### src/rtl/core/msc_pkg.sv
// ----------------------------------------------------------------------------
// msc_pkg
// Shared types, command and register codes, and the per-channel range test
// for the multi-sample colour range segmenter.
// ----------------------------------------------------------------------------
package msc_pkg;

    typedef logic [7:0]  chan_t;
    // Lab colour: channel 0 (L) in 7:0, channel 1 (a) in 15:8, channel 2 (b) in 23:16
    typedef logic [23:0] lab_t;

    localparam int CHANNELS  = 3;
    localparam int CMD_W     = 2;
    localparam int SLOT_W    = 3;
    localparam int CFG_IDX_W = 8;

    localparam logic [CMD_W-1:0] CMD_CLASSIFY  = 2'd0;
    localparam logic [CMD_W-1:0] CMD_LOAD_HAND = 2'd1;
    localparam logic [CMD_W-1:0] CMD_LOAD_BACK = 2'd2;

    localparam logic [CFG_IDX_W-1:0] REG_HAND_LOWER = 8'd0;
    localparam logic [CFG_IDX_W-1:0] REG_HAND_UPPER = 8'd1;
    localparam logic [CFG_IDX_W-1:0] REG_BACK_LOWER = 8'd2;
    localparam logic [CFG_IDX_W-1:0] REG_BACK_UPPER = 8'd3;

    localparam lab_t HAND_MARGIN_RST = 24'h0A0A32;
    localparam lab_t BACK_MARGIN_RST = 24'h030332;

    // sample load request, from the input beat to the sample store
    typedef struct packed {
        logic              hand_we;
        logic              back_we;
        logic [SLOT_W-1:0] slot;
        lab_t              color;
    } load_req_t;

    // p within [max(0, s - ml), min(255, s + mu)]
    function automatic logic chan_in_range(chan_t p, chan_t s, chan_t ml, chan_t mu);
        logic [8:0] lo_diff;
        logic [8:0] hi_sum;
        chan_t      lo;
        chan_t      hi;
        lo_diff = {1'b0, s} - {1'b0, ml};
        hi_sum  = {1'b0, s} + {1'b0, mu};
        lo      = lo_diff[8] ? 8'h00 : lo_diff[7:0];
        hi      = hi_sum[8]  ? 8'hFF : hi_sum[7:0];
        return (p >= lo) && (p <= hi);
    endfunction

endpackage

### src/rtl/core/msc_sample_store.sv
// ----------------------------------------------------------------------------
// msc_sample_store
// Hand and background sample registers, written by load beats.
// ----------------------------------------------------------------------------
module msc_sample_store #(
    parameter int SAMPLES = 7
) (
    input  logic                             aclk,
    input  logic                             aresetn,
    input  msc_pkg::load_req_t               load,
    output logic [SAMPLES-1:0][23:0]         hand_samples,
    output logic [SAMPLES-1:0][23:0]         back_samples
);

    logic [SAMPLES-1:0][23:0] hand_reg;
    logic [SAMPLES-1:0][23:0] back_reg;
    logic [SAMPLES-1:0][23:0] hand_next;
    logic [SAMPLES-1:0][23:0] back_next;

    always_comb begin
        hand_next = hand_reg;
        back_next = back_reg;
        for (int i = 0; i < SAMPLES; i++) begin
            // slot beyond the store never matches and the load is dropped
            if (5'(load.slot) == 5'(i)) begin
                if (load.hand_we) begin
                    hand_next[i] = load.color;
                end
                if (load.back_we) begin
                    back_next[i] = load.color;
                end
            end
        end
    end

    always_ff @(posedge aclk) begin
        if (!aresetn) begin
            hand_reg <= '0;
            back_reg <= '0;
        end else begin
            hand_reg <= hand_next;
            back_reg <= back_next;
        end
    end

    assign hand_samples = hand_reg;
    assign back_samples = back_reg;

endmodule

### src/rtl/core/msc_range_match.sv
// ----------------------------------------------------------------------------
// msc_range_match
// Compare stage: registers one in-range bit per sample and channel.
// ----------------------------------------------------------------------------
module msc_range_match #(
    parameter int SAMPLES = 7
) (
    input  logic                                       aclk,
    input  logic                                       en,
    input  msc_pkg::lab_t                              pixel,
    input  logic [SAMPLES-1:0][23:0]                   samples,
    input  msc_pkg::lab_t                              lower_margin,
    input  msc_pkg::lab_t                              upper_margin,
    output logic [SAMPLES-1:0][msc_pkg::CHANNELS-1:0]  match
);

    logic [SAMPLES-1:0][msc_pkg::CHANNELS-1:0] match_reg;
    logic [SAMPLES-1:0][msc_pkg::CHANNELS-1:0] match_next;

    always_comb begin
        for (int i = 0; i < SAMPLES; i++) begin
            for (int c = 0; c < msc_pkg::CHANNELS; c++) begin
                match_next[i][c] = msc_pkg::chan_in_range(
                    pixel[8*c +: 8], samples[i][8*c +: 8],
                    lower_margin[8*c +: 8], upper_margin[8*c +: 8]);
            end
        end
    end

    always_ff @(posedge aclk) begin
        if (en) begin
            match_reg <= match_next;
        end
    end

    assign match = match_reg;

endmodule

### src/rtl/core/msc_hit_reduce.sv
// ----------------------------------------------------------------------------
// msc_hit_reduce
// Reduce stage: all channels of a sample, then any sample of each set.
// ----------------------------------------------------------------------------
module msc_hit_reduce #(
    parameter int SAMPLES = 7
) (
    input  logic                                       aclk,
    input  logic                                       en,
    input  logic [SAMPLES-1:0][msc_pkg::CHANNELS-1:0]  hand_match,
    input  logic [SAMPLES-1:0][msc_pkg::CHANNELS-1:0]  back_match,
    output logic                                       hand_hit,
    output logic                                       back_hit
);

    logic hand_hit_reg;
    logic back_hit_reg;
    logic hand_hit_next;
    logic back_hit_next;

    always_comb begin
        hand_hit_next = 1'b0;
        back_hit_next = 1'b0;
        for (int i = 0; i < SAMPLES; i++) begin
            hand_hit_next = hand_hit_next | (&hand_match[i]);
            back_hit_next = back_hit_next | (&back_match[i]);
        end
    end

    always_ff @(posedge aclk) begin
        if (en) begin
            hand_hit_reg <= hand_hit_next;
            back_hit_reg <= back_hit_next;
        end
    end

    assign hand_hit = hand_hit_reg;
    assign back_hit = back_hit_reg;

endmodule

### src/rtl/core/multi_sample_color_range_segmenter_top.sv
// An accepted classify beat passes the input register, compare stage, reduce stage
// and output register before it reaches m_tvalid. Throughput: one beat per cycle;
// each stage holds only while every stage behind it is full and m_tready is low.
// Load beats update the sample store on acceptance and give no result.
// Reset (aresetn low, synchronous) empties the pipeline, zeroes all samples and
// restores the default margins.
// ----------------------------------------------------------------------------
// multi_sample_color_range_segmenter_top
// Classifies Lab pixels against stored hand and background colour samples.
// ----------------------------------------------------------------------------
module multi_sample_color_range_segmenter_top #(
    parameter int SAMPLES = 7
) (
    input  logic                           aclk,
    input  logic                           aresetn,

    input  logic                           s_tvalid,
    output logic                           s_tready,
    input  logic [31:0]                    s_tdata,   // slot[2:0], chan_l[10:3],
                                                      // chan_a[18:11], chan_b[26:19], 0
    input  logic [1:0]                     s_tuser,   // cmd[1:0]

    output logic                           m_tvalid,
    input  logic                           m_tready,
    output logic [7:0]                     m_tdata,   // mask[0], hand_hit[1],
                                                      // back_hit[2], 0

    input  logic                           cfg_valid,
    output logic                           cfg_ready,
    input  logic [msc_pkg::CFG_IDX_W-1:0]  cfg_index,
    input  logic [23:0]                    cfg_data
);

    // ---------------- configuration ----------------
    msc_pkg::lab_t hand_lower_reg, hand_upper_reg, back_lower_reg, back_upper_reg;
    msc_pkg::lab_t hand_lower_next, hand_upper_next, back_lower_next, back_upper_next;

    assign cfg_ready = 1'b1;

    always_comb begin
        hand_lower_next = hand_lower_reg;
        hand_upper_next = hand_upper_reg;
        back_lower_next = back_lower_reg;
        back_upper_next = back_upper_reg;
        if (cfg_valid) begin
            unique case (cfg_index)
                msc_pkg::REG_HAND_LOWER: hand_lower_next = cfg_data;
                msc_pkg::REG_HAND_UPPER: hand_upper_next = cfg_data;
                msc_pkg::REG_BACK_LOWER: back_lower_next = cfg_data;
                msc_pkg::REG_BACK_UPPER: back_upper_next = cfg_data;
                default: ;
            endcase
        end
    end

    always_ff @(posedge aclk) begin
        if (!aresetn) begin
            hand_lower_reg <= msc_pkg::HAND_MARGIN_RST;
            hand_upper_reg <= msc_pkg::HAND_MARGIN_RST;
            back_lower_reg <= msc_pkg::BACK_MARGIN_RST;
            back_upper_reg <= msc_pkg::BACK_MARGIN_RST;
        end else begin
            hand_lower_reg <= hand_lower_next;
            hand_upper_reg <= hand_upper_next;
            back_lower_reg <= back_lower_next;
            back_upper_reg <= back_upper_next;
        end
    end

    // ---------------- input decode ----------------
    logic [msc_pkg::CMD_W-1:0]  in_cmd;
    logic [msc_pkg::SLOT_W-1:0] in_slot;
    msc_pkg::lab_t              in_color;
    logic                       in_beat;
    logic                       in_classify;
    msc_pkg::load_req_t         load;

    assign in_cmd   = s_tuser;
    assign in_slot  = s_tdata[2:0];
    assign in_color = s_tdata[26:3];
    assign in_beat  = s_tvalid && s_tready;

    always_comb begin
        in_classify  = 1'b0;
        load.hand_we = 1'b0;
        load.back_we = 1'b0;
        load.slot    = in_slot;
        load.color   = in_color;
        unique case (in_cmd)
            msc_pkg::CMD_CLASSIFY:  in_classify  = in_beat;
            msc_pkg::CMD_LOAD_HAND: load.hand_we = in_beat;
            msc_pkg::CMD_LOAD_BACK: load.back_we = in_beat;
            default: ;
        endcase
    end

    // ---------------- pipeline control ----------------
    // Ready ripples back so bubbles collapse. While a pixel waits in stage 1, a load
    // is only taken when the compare stage captures in the same edge, so the compare
    // always sees the samples as they stood when its pixel was accepted.
    logic v1_reg, v2_reg, v3_reg, v4_reg;
    logic v1_next, v2_next, v3_next, v4_next;
    logic rdy2, rdy3, rdy4;

    assign rdy4     = !v4_reg || m_tready;
    assign rdy3     = !v3_reg || rdy4;
    assign rdy2     = !v2_reg || rdy3;
    assign s_tready = !v1_reg || rdy2;

    always_comb begin
        v1_next = s_tready ? in_classify : v1_reg;
        v2_next = rdy2 ? v1_reg : v2_reg;
        v3_next = rdy3 ? v2_reg : v3_reg;
        v4_next = rdy4 ? v3_reg : v4_reg;
    end

    always_ff @(posedge aclk) begin
        if (!aresetn) begin
            v1_reg <= 1'b0;
            v2_reg <= 1'b0;
            v3_reg <= 1'b0;
            v4_reg <= 1'b0;
        end else begin
            v1_reg <= v1_next;
            v2_reg <= v2_next;
            v3_reg <= v3_next;
            v4_reg <= v4_next;
        end
    end

    // ---------------- stage 1: pixel register ----------------
    msc_pkg::lab_t pixel_reg;

    always_ff @(posedge aclk) begin
        if (s_tready) begin
            pixel_reg <= in_color;
        end
    end

    // ---------------- sample store ----------------
    logic [SAMPLES-1:0][23:0] hand_samples;
    logic [SAMPLES-1:0][23:0] back_samples;

    msc_sample_store #(.SAMPLES(SAMPLES)) u_store (
        .aclk         (aclk),
        .aresetn      (aresetn),
        .load         (load),
        .hand_samples (hand_samples),
        .back_samples (back_samples)
    );

    // ---------------- stage 2: range compare ----------------
    logic [SAMPLES-1:0][msc_pkg::CHANNELS-1:0] hand_match;
    logic [SAMPLES-1:0][msc_pkg::CHANNELS-1:0] back_match;

    msc_range_match #(.SAMPLES(SAMPLES)) u_hand_match (
        .aclk         (aclk),
        .en           (rdy2),
        .pixel        (pixel_reg),
        .samples      (hand_samples),
        .lower_margin (hand_lower_reg),
        .upper_margin (hand_upper_reg),
        .match        (hand_match)
    );

    msc_range_match #(.SAMPLES(SAMPLES)) u_back_match (
        .aclk         (aclk),
        .en           (rdy2),
        .pixel        (pixel_reg),
        .samples      (back_samples),
        .lower_margin (back_lower_reg),
        .upper_margin (back_upper_reg),
        .match        (back_match)
    );

    // ---------------- stage 3: reduce ----------------
    logic hand_hit;
    logic back_hit;

    msc_hit_reduce #(.SAMPLES(SAMPLES)) u_reduce (
        .aclk       (aclk),
        .en         (rdy3),
        .hand_match (hand_match),
        .back_match (back_match),
        .hand_hit   (hand_hit),
        .back_hit   (back_hit)
    );

    // ---------------- stage 4: output register ----------------
    logic [2:0] result_reg;

    always_ff @(posedge aclk) begin
        if (rdy4) begin
            result_reg <= {back_hit, hand_hit, hand_hit && !back_hit};
        end
    end

    assign m_tvalid = v4_reg;
    assign m_tdata  = {5'b0, result_reg};

    // ---------------- assertions ----------------
    a_mask_consistent: assert property (@(posedge aclk) disable iff (!aresetn)
        m_tvalid |-> (m_tdata[0] == (m_tdata[1] && !m_tdata[2])))
        else $error("mask disagrees with hand and background hits");

    a_stall_only_when_full: assert property (@(posedge aclk) disable iff (!aresetn)
        !s_tready |-> (v1_reg && v2_reg && v3_reg && v4_reg && !m_tready))
        else $error("input stalled with room in the pipeline");

    a_stage1_holds: assert property (@(posedge aclk) disable iff (!aresetn)
        (v1_reg && !rdy2) |=> (v1_reg && $stable(pixel_reg)))
        else $error("stalled pixel lost or changed");

    a_reset_empties: assert property (@(posedge aclk)
        !aresetn |=> (!v1_reg && !v2_reg && !v3_reg && !m_tvalid))
        else $error("pipeline not empty after reset");

endmodule

### config.mk
export PLATFORM = sky130hd
export DESIGN_NAME = multi_sample_color_range_segmenter_top
export DESIGN_NICKNAME = d
export VERILOG_FILES = /design/src/rtl/core/msc_pkg.sv /design/src/rtl/core/msc_sample_store.sv /design/src/rtl/core/msc_range_match.sv /design/src/rtl/core/msc_hit_reduce.sv /design/src/rtl/core/multi_sample_color_range_segmenter_top.sv
export SDC_FILE = /design/constraint.sdc
export NUM_CORES = 2
export LEC_CHECK = 0
export BUFFER_PORTS_ARGS = -buffer_cell sky130_fd_sc_hd__buf_2
export CORE_MARGIN = 2
export CORE_UTILIZATION = 40
export CTS_CLUSTER_DIAMETER = 200
export DETAILED_ROUTE_END_ITERATION = 6
export PLACE_DENSITY = 0.6
export SYNTH_ARGS = -nofsm -noshare
export SYNTH_HDL_FRONTEND = slang
export SYNTH_HIERARCHICAL = 1
export SYNTH_SLANG_ARGS = --single-unit
### constraint.sdc
create_clock -name aclk -period 4.6 [get_ports aclk]
set_clock_uncertainty 0.1 [all_clocks]
set_input_delay 0.23 -clock aclk [delete_from_list [all_inputs] [get_ports aclk]]
set_output_delay 0.23 -clock aclk [all_outputs]
set_load 0.005 [all_outputs]
==> results.md <==
* Inserted Clock Buffers at 68
* Number of synthesis warnings at 6
* Routed len/inst at 21.06 µm
* Maximum ir drop on the vdd rail at 0.0002799 V
* Clock latency on the worst-skew pair at 0.67 ns
* IO Port Bufs at 70
* Post-synth EDFFs at 71
* Avg Synthesized Cell Area at 8.570 µm²
* DRC violation count after routing at 0
* Met2 wire length at 89850 µm
* Maximum number of buffers from clock root to sink at 3
* Layout cell share with drive strength beyond 1 at 7.360%
* Max Slew Vio Count at 0
* Status: complete, no violations
* Clock tree from TritonCTS: built
* Worst endpoint required time at 4.89 ns
* Number of cells produced by synthesis at 7307
* Total negative slack for setup checks at 0 ns
* Register area at 0.01086 mm²
* Area of the core region at 0.1558 mm²
* Time the final worst path needs with I/O delays and setup at 3.839 ns
* Area of combinational cells with multiple inputs at 0.04991 mm²
* Data arrival, critical path at 4.13 ns
* Io pins at 82
* Proportion of synthesized flip-flops having asynchronous set or reset at 0%
* Maximum net fanout on the critical path at 15
* Initial drt markers at 3988
* Kind of capture point of the worst setup path: flop
* Final net count at 8930
* Fraction of the cycle the final worst path needs at 83.45%
* Overall Power at 0.01215 W
* Commonest non-fill, non-tap cells in the layout: ha_1, nand2_1, nor2_1
* Fmax at 260.5 MHz
* Number of fillers in the final layout at 15.28k
* Drt pass-1 iters at 6
* Vias after detailed routing at 55.57k
* Commonest non-fill, non-tap cell in the layout: ha_1
* Leakage power of the design at 31.51 nW
* Width of the die at 399.7 µm
* Synth Register Bits at 507
* Unrepaired setup endpoints after global routing: no
* Total setup violations reported at the end of the flow at 0
* Power per cell area at 177.7 mW/mm²
* Worst max-slew margin expressed relative to the limit at 15.24%
* Type of the most critical hold path: in2reg
* Total grt overflow at 0
* Antenna Cells at 0
* Initial Util at 40.18%
* Kind of start point of the critical path: flop
* Max Cap Viol at 0
* Placer's final routability congestion estimate at 0.8933
* Detail Route met3 WL at 10660 µm
* Vias/cell at 5.822
* Sinks on Clock Net at 507
* Total global-route track usage at 24.52%
* Die Outline Area at 0.1597 mm²
* First-pass GRT wire length at 304000 µm
* Post-synthesis instance area at 0.06262 mm²
* Cell chosen for the clock root: clkbuf_16
* Count of standard-cell rows at 145
* Routed metal-1 wirelength at 93070 µm
* Antenna violations before repair at 3
* Antenna violation net count after detailed routing at 0
* Number of levels the H-tree was split into at 3
* Maximum number of pins on one net before global-route repair at 81
* Area growth from synthesis to layout at 9.203%
* Clock transition at the register clock pins on the worst setup and hold paths after CTS at 0.06 ns
* Number of hold violations in the final report at 0
* Overall die height at 399.7 µm
* Worst slew pin tran at 1.268 ns
* CP Class: reg2reg
* Post-synthesis cell type count at 74
* Top layer used by detailed routing: met4
* Number of setup buffers added after CTS at 0
* Routed WL at 201000 µm
* Top_reg_cell synth: dfxtp_1
* Sequential cell area fraction in the yosys report at 17.34%
* Via count of the first global-routing pass at 52.99k
* Sum of net half-perimeters after detailed placement at 140400 µm
-- final cells by class --
cell class / instances / share of cell area (%)
clock buffer: 92 / 2.847
clock inverter: 33 / 0.5379
inverter: 277 / 1.521
multi-input combinational: 6368 / 72.98
sequential: 507 / 15.88
tap: 2058 / 3.766
timing repair buffer: 209 / 2.463
-- power by group --
part | leakage, nW | internal (W) | switching [W]
clock | 1.15 | 0.00333 | 0.00236
sequential | 4.32 | 0.00457 | 0.000146
combinational | 26.1 | 0.000694 | 0.00104
total | 31.5 | 0.00860 | 0.00355
-- Yosys cell counts (all sizes together), types with 89 or more instances --
cell type | number | area, µm²
nor2b | 196 | 1369
nand4 | 108 | 675.7
a211oi | 139 | 1189
dfxtp | 436 | 8728
a21o | 235 | 1764
o21ai | 477 | 2706
nor2 | 578 | 2170
nand2 | 720 | 2703
ha | 1344 | 16820
nand2b | 137 | 857.1
nand3 | 104 | 520.5
o21bai | 89 | 668.1
o21a | 147 | 1104
mux2i | 482 | 4825
xnor2 | 165 | 1445
or2 | 99 | 619.3
inv | 277 | 1040
a21oi | 543 | 2841
o31a | 90 | 957.2
-- routing by layer --
metal / GRT usage (%) / vias to the layer above
met4: 8.720 / 0
met1: 33.00 / 26410
li1: - / 27320
met3: 2.751 / 370
met2: 40.37 / 1461
met5: 0 / -
-- cell families (layout without fill, tap and decap cells) --
group / Yosys count / after routing / synth area share (%)
AND/OR/NAND/NOR: 2220 / 2220 / 17.14
multiplexers: 489 / 489 / 7.831
XOR/XNOR: 207 / 207 / 2.895
flip-flops: 507 / 507 / 17.34
other: 2 / 6 / 0.01199
adder cells (fa/ha/maj): 1428 / 1428 / 29.54
buffers and inverters: 436 / 611 / 3.083
AO/OA/AOI/OAI: 2018 / 2018 / 22.16
-- final timing paths --
| kind | end | slack, ns | from | depth (start not counted) |
|---|---|---|---|---|
| hold reg to reg | back_lower_reg[21] | 0.36 | back_lower_reg[21] | 2 |
| setup reg to reg | u_back_match/match[2] | 0.76 | back_upper_reg[17] | 11 |
| setup / recovery | u_back_match/match[2] | 0.76 | back_upper_reg[17] | 11 |
| hold / removal | u_store/hand_samples[27] | 0.09 | s_tdata[0] | 3 |
-- metrics by stage --
| stage | instances | setup slack (ns) | util, % | hold WS (ns) | area [µm²] |
|---|---|---|---|---|---|
| after floorplan | 7311 | 1.521 | - | 0.2289 | 62630 |
| after global placement | 9367 | 0.8045 | 42.06 | 0.3236 | 65550 |
| after detailed placement | 9367 | 0.7344 | 42.06 | 0.3226 | 65550 |
| after CTS | 9544 | 0.7044 | 43.88 | 0.03734 | 68380 |
| after global routing | 9544 | 0.4933 | 43.88 | 0.07731 | 68380 |
| final | 9544 | 0.7611 | 43.88 | 0.09226 | 68380 |
-- repair_timing --
| item | 4_1_cts | 5_1_grt |
|---|---|---|
| gates resized for setup | 0 | 0 |
| hold buffers | 52 | 0 |
| hold endpoints to repair | 161 | 0 |
-- critical path, stage by stage (launching register included) --
cell and delay, ns:
dfxtp_1 1.05, fa_1 0.38, a21o_1 0.19, a41oi_1 0.18
o21ai_1 0.43, nor3_1 0.12, ha_1 0.32, a21oi_1 0.07
o21ai_0 0.23, mux2i_1 0.11, a21oi_1 0.25, a31oi_1 0.13
No activity file was read; power rests on OpenSTA's default activity.
